--- src/hw/rtl/pip_pkg.sv ---
// ----------------------------------------------------------------------------
// pip_pkg
// Types, codes and helpers shared by the prefixed integer parser.
// ----------------------------------------------------------------------------
package pip_pkg;

  localparam int WIDTH_DEF   = 32;
  localparam int MAX_LEN_DEF = 64;

  localparam logic [1:0] ST_OK  = 2'd0;
  localparam logic [1:0] ST_BAD = 2'd1;
  localparam logic [1:0] ST_OVF = 2'd2;

  localparam logic [1:0] RAD_DEC = 2'd0;
  localparam logic [1:0] RAD_HEX = 2'd1;
  localparam logic [1:0] RAD_BIN = 2'd2;

  localparam logic [7:0] CH_0      = 8'h30;
  localparam logic [7:0] CH_1      = 8'h31;
  localparam logic [7:0] CH_9      = 8'h39;
  localparam logic [7:0] CH_R      = 8'h72;
  localparam logic [7:0] CH_X      = 8'h78;
  localparam logic [7:0] CH_B      = 8'h62;
  localparam logic [7:0] CASE_BIT  = 8'h20;

  localparam logic [4:0] NO_DIGIT  = 5'd16;

  typedef struct packed {
    logic [7:0]  ch;
    logic        start_req;
    logic [31:0] rel_base;
  } item_t;

  typedef struct packed {
    logic [31:0] value;
    logic [1:0]  status;
    logic [6:0]  length;
  } result_t;

  function automatic logic [4:0] digit_of(input logic [7:0] c);
    logic [4:0] d;
    d = NO_DIGIT;
    if (c >= 8'h30 && c <= 8'h39) d = 5'(c - 8'h30);
    else if (c >= 8'h41 && c <= 8'h46) d = 5'(c - 8'h41 + 8'd10);
    else if (c >= 8'h61 && c <= 8'h66) d = 5'(c - 8'h61 + 8'd10);
    return d;
  endfunction

  function automatic logic [4:0] radix_of(input logic [1:0] sel);
    logic [4:0] r;
    unique case (sel)
      RAD_HEX: r = 5'd16;
      RAD_BIN: r = 5'd2;
      default: r = 5'd10;
    endcase
    return r;
  endfunction

endpackage

--- src/hw/rtl/prefixed_integer_parser_core.sv ---
// ----------------------------------------------------------------------------
// prefixed_integer_parser_core
// Character-stream parser for unsigned numbers with r, 0x and 0b prefixes.
// ----------------------------------------------------------------------------
//   channel | handshake            | payload
//   input   | in_valid / in_ready  | ch, start_req, rel_base
//   output  | out_valid / out_ready| value, status, length
//
// One character per cycle while the parser is not blocked; a result is offered once its
// terminator has passed through the input register and then the result register.
// The shift-add accumulate and prefix decode sit between the two registers.
// rst clears the phase and both valid flags; data registers are not reset.
// A waiting result blocks the parser: no character leaves the input register
// until the result transfers, and in_ready drops once that register is full.
module prefixed_integer_parser_core
  import pip_pkg::*;
#(
  parameter int WIDTH   = WIDTH_DEF,
  parameter int MAX_LEN = MAX_LEN_DEF
) (
  input  logic        clk,
  input  logic        rst,
  input  logic        in_valid,
  output logic        in_ready,
  input  logic [7:0]  ch,
  input  logic        start_req,
  input  logic [31:0] rel_base,
  output logic        out_valid,
  input  logic        out_ready,
  output logic [31:0] value,
  output logic [1:0]  status,
  output logic [6:0]  length
);

  item_t   item;
  logic    item_valid;
  logic    take;
  logic    slot_free;
  logic    res_valid;
  result_t res;

  pip_in_stage u_in (
    .clk        (clk),
    .rst        (rst),
    .in_valid   (in_valid),
    .in_ready   (in_ready),
    .ch         (ch),
    .start_req  (start_req),
    .rel_base   (rel_base),
    .take       (take),
    .item_valid (item_valid),
    .item       (item)
  );

  pip_parse #(
    .WIDTH   (WIDTH),
    .MAX_LEN (MAX_LEN)
  ) u_parse (
    .clk        (clk),
    .rst        (rst),
    .item_valid (item_valid),
    .item       (item),
    .slot_free  (slot_free),
    .take       (take),
    .res_valid  (res_valid),
    .res        (res)
  );

  pip_out_stage u_out (
    .clk       (clk),
    .rst       (rst),
    .load      (res_valid),
    .res       (res),
    .slot_free (slot_free),
    .out_valid (out_valid),
    .out_ready (out_ready),
    .value     (value),
    .status    (status),
    .length    (length)
  );

endmodule

--- src/hw/rtl/pip_in_stage.sv ---
// ----------------------------------------------------------------------------
// pip_in_stage
// Input register: holds one accepted character until the parser takes it.
// ----------------------------------------------------------------------------
module pip_in_stage
  import pip_pkg::*;
(
  input  logic        clk,
  input  logic        rst,
  input  logic        in_valid,
  output logic        in_ready,
  input  logic [7:0]  ch,
  input  logic        start_req,
  input  logic [31:0] rel_base,
  input  logic        take,
  output logic        item_valid,
  output item_t       item
);

  always_comb begin
    in_ready = !item_valid || take;
  end

  always_ff @(posedge clk) begin
    if (rst) begin
      item_valid <= 1'b0;
    end else if (in_ready) begin
      item_valid <= in_valid;
    end
  end

  always_ff @(posedge clk) begin
    if (in_valid && in_ready) begin
      item.ch        <= ch;
      item.start_req <= start_req;
      item.rel_base  <= rel_base;
    end
  end

endmodule

--- src/hw/rtl/pip_parse.sv ---
// ----------------------------------------------------------------------------
// pip_parse
// Parser state and datapath: prefix decode, shift-add accumulate, result build.
// ----------------------------------------------------------------------------
module pip_parse
  import pip_pkg::*;
#(
  parameter int WIDTH   = WIDTH_DEF,
  parameter int MAX_LEN = MAX_LEN_DEF
) (
  input  logic    clk,
  input  logic    rst,
  input  logic    item_valid,
  input  item_t   item,
  input  logic    slot_free,
  output logic    take,
  output logic    res_valid,
  output result_t res
);

  localparam logic [1:0] PH_IDLE   = 2'd0;
  localparam logic [1:0] PH_ZERO   = 2'd1;
  localparam logic [1:0] PH_DIGITS = 2'd2;

  logic [1:0]       phase, phase_next;
  logic [1:0]       radix_sel, radix_sel_next;
  logic [WIDTH-1:0] acc, acc_next;
  logic             rel_mode, rel_mode_next;
  logic [31:0]      base, base_next;
  logic             ovf, ovf_next;
  logic [6:0]       count, count_next;

  logic [4:0]       digit;
  logic [1:0]       eff_sel;
  logic [WIDTH+4:0] acc_wide;
  logic [WIDTH+4:0] prod;
  logic [WIDTH+4:0] sum;
  logic             acc_ovf;
  logic [WIDTH-1:0] acc_step;
  logic             ovf_step;
  logic [6:0]       count_inc;
  logic [WIDTH-1:0] done_sum;
  logic [7:0]       ch_fold;

  assign take    = item_valid && slot_free;
  assign digit   = digit_of(item.ch);
  assign ch_fold = item.ch | CASE_BIT;
  assign eff_sel = (phase == PH_ZERO) ? RAD_DEC : radix_sel;
  assign acc_wide = (WIDTH+5)'(acc);

  always_comb begin
    unique case (eff_sel)
      RAD_HEX: prod = acc_wide << 4;
      RAD_BIN: prod = acc_wide << 1;
      default: prod = (acc_wide << 3) + (acc_wide << 1);
    endcase
  end

  assign sum       = prod + (WIDTH+5)'(digit[3:0]);
  assign acc_ovf   = |sum[WIDTH+4:WIDTH];
  assign acc_step  = (ovf || acc_ovf) ? acc : sum[WIDTH-1:0];
  assign ovf_step  = ovf || acc_ovf;
  assign count_inc = (count < 7'(MAX_LEN)) ? count + 7'd1 : count;
  assign done_sum  = acc + (rel_mode ? WIDTH'(base) : '0);

  always_comb begin
    phase_next     = phase;
    radix_sel_next = radix_sel;
    acc_next       = acc;
    rel_mode_next  = rel_mode;
    base_next      = base;
    ovf_next       = ovf;
    count_next     = count;
    res_valid      = 1'b0;
    res.value      = '1;
    res.status     = ST_BAD;
    res.length     = '0;
    if (take) begin
      if (item.start_req) begin
        base_next      = item.rel_base;
        radix_sel_next = RAD_DEC;
        acc_next       = '0;
        rel_mode_next  = 1'b0;
        ovf_next       = 1'b0;
        count_next     = 7'd1;
        if (item.ch >= CH_1 && item.ch <= CH_9) begin
          acc_next   = WIDTH'(digit[3:0]);
          phase_next = PH_DIGITS;
        end else if (item.ch == CH_0 || ch_fold == CH_R) begin
          rel_mode_next = (item.ch != CH_0);
          phase_next    = PH_ZERO;
        end else begin
          count_next = '0;
          res_valid  = 1'b1;
          phase_next = PH_IDLE;
        end
      end else begin
        unique case (phase)
          PH_ZERO: begin
            phase_next = PH_DIGITS;
            count_next = count_inc;
            if (digit < 5'd10) begin
              radix_sel_next = RAD_DEC;
              acc_next       = acc_step;
              ovf_next       = ovf_step;
            end else if (ch_fold == CH_X) begin
              radix_sel_next = RAD_HEX;
            end else if (ch_fold == CH_B) begin
              radix_sel_next = RAD_BIN;
            end else begin
              count_next = count;
              res_valid  = 1'b1;
              phase_next = PH_IDLE;
            end
          end
          PH_DIGITS: begin
            if (digit >= radix_of(radix_sel)) begin
              res_valid  = 1'b1;
              phase_next = PH_IDLE;
              res.length = count;
              if (ovf) begin
                res.status = ST_OVF;
              end else begin
                res.value  = 32'(done_sum);
                res.status = ST_OK;
              end
            end else begin
              acc_next   = acc_step;
              ovf_next   = ovf_step;
              count_next = count_inc;
            end
          end
          default: begin
            phase_next = PH_IDLE;
          end
        endcase
      end
    end
  end

  always_ff @(posedge clk) begin
    if (rst) begin
      phase <= PH_IDLE;
    end else begin
      phase <= phase_next;
    end
  end

  always_ff @(posedge clk) begin
    radix_sel <= radix_sel_next;
    acc       <= acc_next;
    rel_mode  <= rel_mode_next;
    base      <= base_next;
    ovf       <= ovf_next;
    count     <= count_next;
  end

endmodule

--- src/hw/rtl/pip_out_stage.sv ---
// ----------------------------------------------------------------------------
// pip_out_stage
// Result register: holds one result until the consumer completes the transfer.
// ----------------------------------------------------------------------------
module pip_out_stage
  import pip_pkg::*;
(
  input  logic        clk,
  input  logic        rst,
  input  logic        load,
  input  result_t     res,
  output logic        slot_free,
  output logic        out_valid,
  input  logic        out_ready,
  output logic [31:0] value,
  output logic [1:0]  status,
  output logic [6:0]  length
);

  result_t held;

  assign slot_free = !out_valid || out_ready;
  assign value     = held.value;
  assign status    = held.status;
  assign length    = held.length;

  always_ff @(posedge clk) begin
    if (rst) begin
      out_valid <= 1'b0;
    end else if (slot_free) begin
      out_valid <= load;
    end
  end

  always_ff @(posedge clk) begin
    if (load && slot_free) begin
      held <= res;
    end
  end

endmodule

--- config.mk ---
export PLATFORM = sky130hd
export DESIGN_NAME = prefixed_integer_parser_core
export DESIGN_NICKNAME = d
export VERILOG_FILES = /design/src/hw/rtl/pip_pkg.sv /design/src/hw/rtl/prefixed_integer_parser_core.sv /design/src/hw/rtl/pip_in_stage.sv /design/src/hw/rtl/pip_parse.sv /design/src/hw/rtl/pip_out_stage.sv
export SDC_FILE = /design/constraint.sdc
export NUM_CORES = 1
export LEC_CHECK = 0
export BUFFER_PORTS_ARGS = -buffer_cell sky130_fd_sc_hd__buf_2
export CORE_MARGIN = 2
export CORE_UTILIZATION = 63
export CTS_BUF_LIST = sky130_fd_sc_hd__clkbuf_4 sky130_fd_sc_hd__clkbuf_8
export DETAILED_ROUTE_END_ITERATION = 8
export PLACE_DENSITY = 0.83
export SLEW_MARGIN = 10
export SYNTH_ARGS = -nofsm -noshare
export SYNTH_HDL_FRONTEND = slang
export SYNTH_SLANG_ARGS = --single-unit
export TNS_END_PERCENT = 100
--- constraint.sdc ---
create_clock -name clk -period 7.6 [get_ports clk]
set_input_delay 1.14 -clock clk [delete_from_list [all_inputs] [get_ports clk]]
set_output_delay 1.14 -clock clk [all_outputs]
set_load 0.1 [all_outputs]
==> impl_metrics.yaml, run 1 <==
worst_hold_path:
  min-delay-path-class: "reg2reg"
  hp-start: "u_in.item[16]"
grt:
  grt_pass1_vias: 8495
  grt.overflow.total: 0
  grt_pass1_wl_mm: 43.3
  antenna_found_initial: 0
  grt_start_max_net_pins: 71
  globalRouteTotalUtil: 0.297
logic_synthesis:
  synth_seq_cells: 161
  ys_seq_area_frac: 0.428
  synth_fa_ha_area_frac: 0.0913
  syn_avg_cell_area_sq_um: 10.0
  syn_inst: 1121
  muxShareOfSynthArea: 0.00837
  synth_edf_count: 157
  ys.flop_type: "edfxtp_1"
  synthArstFlopShare: 0
  synth_compound_area_frac: 0.212
  synth_top_family_by_area: "compound AO/OA/AOI/OAI gates"
  synth-simple-area-share: 0.176
  synth_cell_types: 94
  synth_xor_area_frac: 0.0491
  yosys_warnings: 0
  netlist_area_sq_mm: 0.0112
  syn-num-nets: 1246
routing:
  drtIter0Drc: 933
  vias: 9324
  vias_per_cell: 6.56
  ant_nets: 0
  drt-pass1-iter-count: 6
  drc: 0
  wl_per_cell_um: 19.3
  wl_mm: 27.4
critical_path:
  cp-startpoint: "u_in.item[33]"
  crit_fanout: 46
  r2r-start: "u_in.item[33]"
  crit_type: "reg2reg"
  crit_arrival_ns: 6.09
  cp-start-kind: "register"
  critPathRequiredTime_ns: 7.72
  cp-end-kind: "register"
status:
  outcome: "completed"
clocking:
  root_buffer: "clkbuf_8"
  ctsHoldBuffers: 0
  ctsResizeCount: 0
  clk_pin_slew_worst_paths_ns: 0.10
  clock-sinks: 161
  clock_latency_ns: 0.48
  cts_made_buffers: 17
  clock_path_buffers: 2
  tritoncts: "yes"
  cts.htree.levels: 4
  cts_setup_buffers: 0
timing:
  tightest_slew_ns: 1.14
  period_needed_ns: 5.96
  report.final.slew_viol_count: 0
  setup_viol: 0
  finalSetupTns_ns: 0
  skew_ns: 0.0159
  max_freq_mhz: 168
  hold_violations: 0
  rsz0062_at_grt: "no"
  timing.final.crit_share: 0.785
  slew_headroom: 0.239
finish:
  layout-drive-gt1-share: 0.143
  nNetsFinal: 1309
  num_antenna_cells: 0
  stdcell_area_sq_mm: 0.0122
  area_growth_pct: 8.59
placed_design:
  port_buffers: 87
  place_area_sq_mm: 0.0118
  gp_congestion: 0.968
  hpwlAfterDp_mm: 20.0
pwr:
  seqPwrFrac: 0.521
  power_switching_uw: 619
  vdd_ir_drop_max_mv: 0.190
  powerDensity_mw_per_mm2: 163
  p_leak_uw: 0.00467
  netSwitchingFraction: 0.312
  combPwrFrac: 0.157
  p_clk_frac: 0.322
  p_int_uw: 1360
run:
  cap_viol_max_count: 0
floorplanning:
  die_w_um: 137
  start_util: 0.646
  ios: 88
  die-area_sq_mm: 0.0189
  die_h_um: 137
  row_count: 48
  core_area_sq_mm: 0.0174
cells in the final DEF, fill, tap and decap left out, drive strengths merged, types with 7 or more instances in the layout:
cell type and n:
edfxtp 157, a21oi 111, buf 94, nand2 84, ha 77, nor2 77
inv 52, o21ai 50, and2 45, xnor2 36, nor3 29, xor2 26
nand3 25, nand4 22, a311oi 21, a21o 20, a221oi 19, clkbuf 17
a211oi 17, or3 16, o21a 13, and3 13, a31oi 12, nor2b 11
nand2b 10, o31ai 10, o21bai 9, clkinv 8, a22oi 7, a211o 7
cells in the mapped netlist (4+ instances only):
cell | count | share of area
nand2_1 | 84 | 0.028
a21oi_1 | 108 | 0.048
o2111ai_1 | 4 | 0.0031
nand4_1 | 22 | 0.012
mux2i_1 | 6 | 0.0054
ha_1 | 77 | 0.086
or3_1 | 13 | 0.0073
buf_2 | 12 | 0.0054
buf_1 | 4 | 0.0013
nor3_1 | 25 | 0.011
a221oi_1 | 19 | 0.015
o21bai_1 | 9 | 0.0060
a22oi_1 | 7 | 0.0047
o22ai_1 | 4 | 0.0022
and3_1 | 13 | 0.0073
a211o_1 | 7 | 0.0055
nor3_2 | 4 | 0.0036
nand3_1 | 25 | 0.011
nor2_1 | 77 | 0.026
nor2b_1 | 11 | 0.0061
o21a_1 | 13 | 0.0087
nand2b_1 | 10 | 0.0056
o211ai_1 | 4 | 0.0027
clkbuf_1 | 28 | 0.0094
dfxtp_1 | 4 | 0.0071
a221o_1 | 5 | 0.0045
o31ai_1 | 8 | 0.0054
a311oi_1 | 21 | 0.016
a211oi_1 | 14 | 0.0094
a22o_1 | 5 | 0.0039
and2_1 | 45 | 0.025
edfxtp_1 | 157 | 0.42
a21o_1 | 20 | 0.013
a31oi_1 | 11 | 0.0061
nor3b_1 | 4 | 0.0027
xnor2_1 | 36 | 0.028
o21ai_0 | 46 | 0.021
xor2_1 | 25 | 0.020
inv_1 | 43 | 0.014
or2_2 | 6 | 0.0033
final timing paths:
check | endpoint | depth (start not counted) | slack (ns)
max | u_parse.acc[0] | 18 | 1.64
min | u_parse.base[16] | 0 | 0.43
max reg2reg | u_parse.acc[0] | 18 | 1.64
min reg2reg | u_parse.base[16] | 0 | 0.43
routing by layer:
layer / vias up / wire (um) / global-route usage
li1: 4426 / - / -
met1: 4376 / 11800 / 0.420
met2: 472 / 12400 / 0.459
met3: 50 / 2630 / 0.0570
met4: 0 / 624 / 0.104
met5: - / 0 / 0
power groups by stage:
stage | Combinational (uW) | Sequential [uW] | Clock, uW
floorplan | 202 | 1080 | 0
global placement | 296 | 1050 | 0
detailed placement | 304 | 1050 | 0
CTS | 306 | 1030 | 646
global route | 337 | 1040 | 672
finish | 311 | 1030 | 638
final cells by class:
type	count	area [sq um]
clock buffer	17	234
clock inverter	15	181
fill	1247	5180
inverter	45	169
multi-input combinational	865	6030
sequential	161	4790
tap	225	282
timing repair buffer	94	488
stage by stage:
step	hold WS (ns)	setup WS [ns]	instances	power, uW	utilization
4_1_cts	0.427	1.69	1422	1980	0.702
2_1_floorplan	0.400	2.12	1121	1280	-
6_report	0.426	1.64	1422	1980	0.702
3_3_place_gp	0.402	2.06	1390	1350	0.678
3_5_place_dp	0.405	1.77	1390	1360	0.678
5_1_grt	0.428	1.25	1422	2050	0.702
registers in the layout, summed over array words and instances, names as in the netlist:
name	cells
u_out.length	7
u_out.status	2
u_parse.ovf	1
u_parse.base	32
u_in.item_valid	1
u_parse.phase	2
u_parse.acc	32
u_parse.rel_mode	1
u_out.value	32
u_parse.count	7
u_in.item	41
u_out.out_valid	1
u_parse.radix_sel	2
cell families (layout without fill, tap and decap cells):
group | after synthesis | count (layout)
flip-flops | 161 | 161
adder cells (fa/ha/maj) | 80 | 80
multiplexers | 9 | 9
AO/OA/AOI/OAI | 345 | 345
XOR/XNOR | 62 | 62
buffers and inverters | 95 | 171
AND/OR/NAND/NOR | 369 | 369
critical path, cell delays in order, from the launching register on:
cell and delay (ns):
edfxtp_1 0.50, inv_1 0.17, ha_1 0.23, or3b_2 0.45, nand4_1 0.17, o31ai_1 0.09, a21oi_1 0.30, inv_1 0.14
ha_1 0.30, a21o_1 0.11, a21oi_1 0.09, or3_1 0.43, and4bb_1 0.33, and4_4 0.26, nand4_1 0.19, nor4_4 0.24
mux2_2 0.76, a21oi_1 0.22, a211oi_1 0.59
Note: power is estimated with default switching activity, not from simulation.
==> inputs of run 2 (changes only) <==
- CORE_UTILIZATION: 63 -> 57
- PLACE_DENSITY: 0.83 -> 0.79
- clock period: 7.6 -> 4.9 ns (I/O delays scaled with it)
==> impl_metrics.yaml, run 2 (same netlist as run 1, synthesis figures left out) <==
status:
  outcome: "completed"
critical_path:
  r2r_cells: 19
  crit_fanout: 4
  cp-end-kind: "register"
  cp_cell_sequence: "inv_2, ha_2, or3b_2, nand4_1, o31ai_1, a21oi_1, inv_1, ha_1, a21o_1, a21oi_1, or3_4, and4bb_1, and4_4, nand4_1, nor4_4, buf_4, mux2i_1, or4_1, a21oi_1"
  max_stage_delay_ns: 0.54
  r2r_end: "u_parse.acc[17]"
  crit_arrival_ns: 5.03
  r2r-start: "u_in.item[33]"
  cp-start-kind: "register"
  ff2ff_setup_slack_ns: 0.15
  cp_slowest_cell: "or4_1"
  crit_type: "reg2reg"
  critPathRequiredTime_ns: 5.18
  crit_top_cell: "a21oi_1"
grt:
  grt_start_max_net_pins: 61
  antenna_found_initial: 0
  grt_pass1_vias: 8378
  grt.overflow.total: 0
  grt_pass1_wl_mm: 42.3
  globalRouteTotalUtil: 0.259
run:
  cap_viol_max_count: 0
pwr:
  power_switching_uw: 883
  p_clk_frac: 0.318
  netSwitchingFraction: 0.286
  seqPwrFrac: 0.517
  combPwrFrac: 0.165
  p_int_uw: 2210
  powerDensity_mw_per_mm2: 246
  p_leak_uw: 0.00486
  vdd_ir_drop_max_mv: 0.265
clocking:
  tritoncts: "yes"
  clock_latency_ns: 0.45
  cts.htree.levels: 4
  ctsHoldBuffers: 0
  clock-sinks: 161
  cts_made_buffers: 17
  clock_path_buffers: 2
  clk_pin_slew_worst_paths_ns: 0.10
  root_buffer: "clkbuf_8"
floorplanning:
  ios: 88
  die-area_sq_mm: 0.0208
  core_area_sq_mm: 0.0194
  die_w_um: 144
  die_h_um: 144
  row_count: 51
  start_util: 0.578
routing:
  wl_mm: 26.6
  ant_nets: 0
  drtIter0Drc: 896
  vias: 9223
  vias_per_cell: 6.14
  drc: 0
  drt-pass1-iter-count: 5
  wl_per_cell_um: 17.7
placed_design:
  gp_congestion: 0.902
  post-place-ws_ns: -0.124
  port_buffers: 87
  hpwlAfterDp_mm: 19.9
timing:
  finalSetupTns_ns: 0
  setup_slack_ns: 0.154
  tightest_slew_ns: 0.898
  report.final.slew_viol_count: 0
  slew_headroom: 0.401
  hold_violations: 0
  timing.final.crit_share: 0.969
  period_needed_ns: 4.75
  max_freq_mhz: 211
  skew_ns: 0.0195
  setup_viol: 0
finish:
  final_common_cell: "edfxtp_1"
  layout-drive-gt1-share: 0.179
  largest_register: "u_in.item"
  nNetsFinal: 1349
  num_antenna_cells: 0
  area_growth_pct: 12.1
  largest_register_ffs: 41
  final_cell_mix: "edfxtp_1 (157), a21oi_1 (106), buf_2 (87), nand2_1 (84), ha_1 (73)"
worst_hold_path:
  hold_depth: 0
  hold_end: "u_parse.base[14]"
  min-delay-path-class: "reg2reg"
  hp-start: "u_in.item[14]"
-- run 2: final cells by class --
class	instances	area, sq um
flip-flops and latches	161	4790
repair buffers	133	781
fillers	1488	6830
clock inverters	15	171
multi-input cells	866	6090
well taps	265	332
clock buffers	17	234
inverters	45	169
-- run 2: repair_timing --
item | CTS | global route
setup buffers | 4 | 7
gates cloned | 1 | 0
resized for setup | 0 | 7
setup endpoints to repair | 14 | 36
pin swaps | 2 | 7
-- run 2: power by group through the flow --
stage	clock, uW	combinational, uW	sequential, uW
after floorplan	0	317	1680
after global placement	0	479	1630
after detailed placement	0	489	1630
after CTS	1000	496	1600
after global routing	1050	554	1600
final	984	511	1600
-- run 2: how the worst max path moves through the flow --
stage | start | to | slack, ns | cells past startpoint
5_1_grt | u_in.item[33] | u_parse.acc[0] | -0.13 | 19
3_3_place_gp | u_in.item[33] | u_parse.acc[3] | 0.03 | 18
2_1_floorplan | u_parse.phase[1] | u_parse.acc[30] | 0.01 | 27
3_5_place_dp | u_in.item[33] | u_parse.acc[2] | -0.12 | 18
4_1_cts | u_in.item[33] | u_parse.acc[22] | 0.07 | 19
6_report | u_in.item[33] | u_parse.acc[17] | 0.15 | 19
-- run 2: critical path, delay by kind of cell, from the launching register on --
| kind | cells | cell delay, ns |
|---|---|---|
| multiplexers | 1 | 0.09 |
| flip-flops | 1 | 0.45 |
| AND/OR/NAND/NOR | 8 | 2.58 |
| buffers and inverters | 3 | 0.35 |
| AO/OA/AOI/OAI | 5 | 0.64 |
| adder cells (fa/ha/maj) | 2 | 0.47 |
-- run 2: per-stage QoR --
stage	utilization	power, uW	std cells	hold WS (ns)	instance area (sq um)
final	0.648	3090	1502	0.414	12600
after global routing	0.648	3210	1502	0.418	12600
after CTS	0.644	3090	1495	0.417	12500
after detailed placement	0.621	2120	1458	0.405	12100
after global placement	0.621	2100	1458	0.401	12100
after floorplan	-	2000	1121	0.400	11300
-- run 2: per-layer routing --
metal | share of wire | vias up | GRT usage
met2 | 0.46 | 362 | 0.401
met4 | 0.019 | 0 | 0.0761
met5 | 0 | - | 0
li1 | - | 4510 | -
met1 | 0.45 | 4311 | 0.382
met3 | 0.070 | 40 | 0.0351
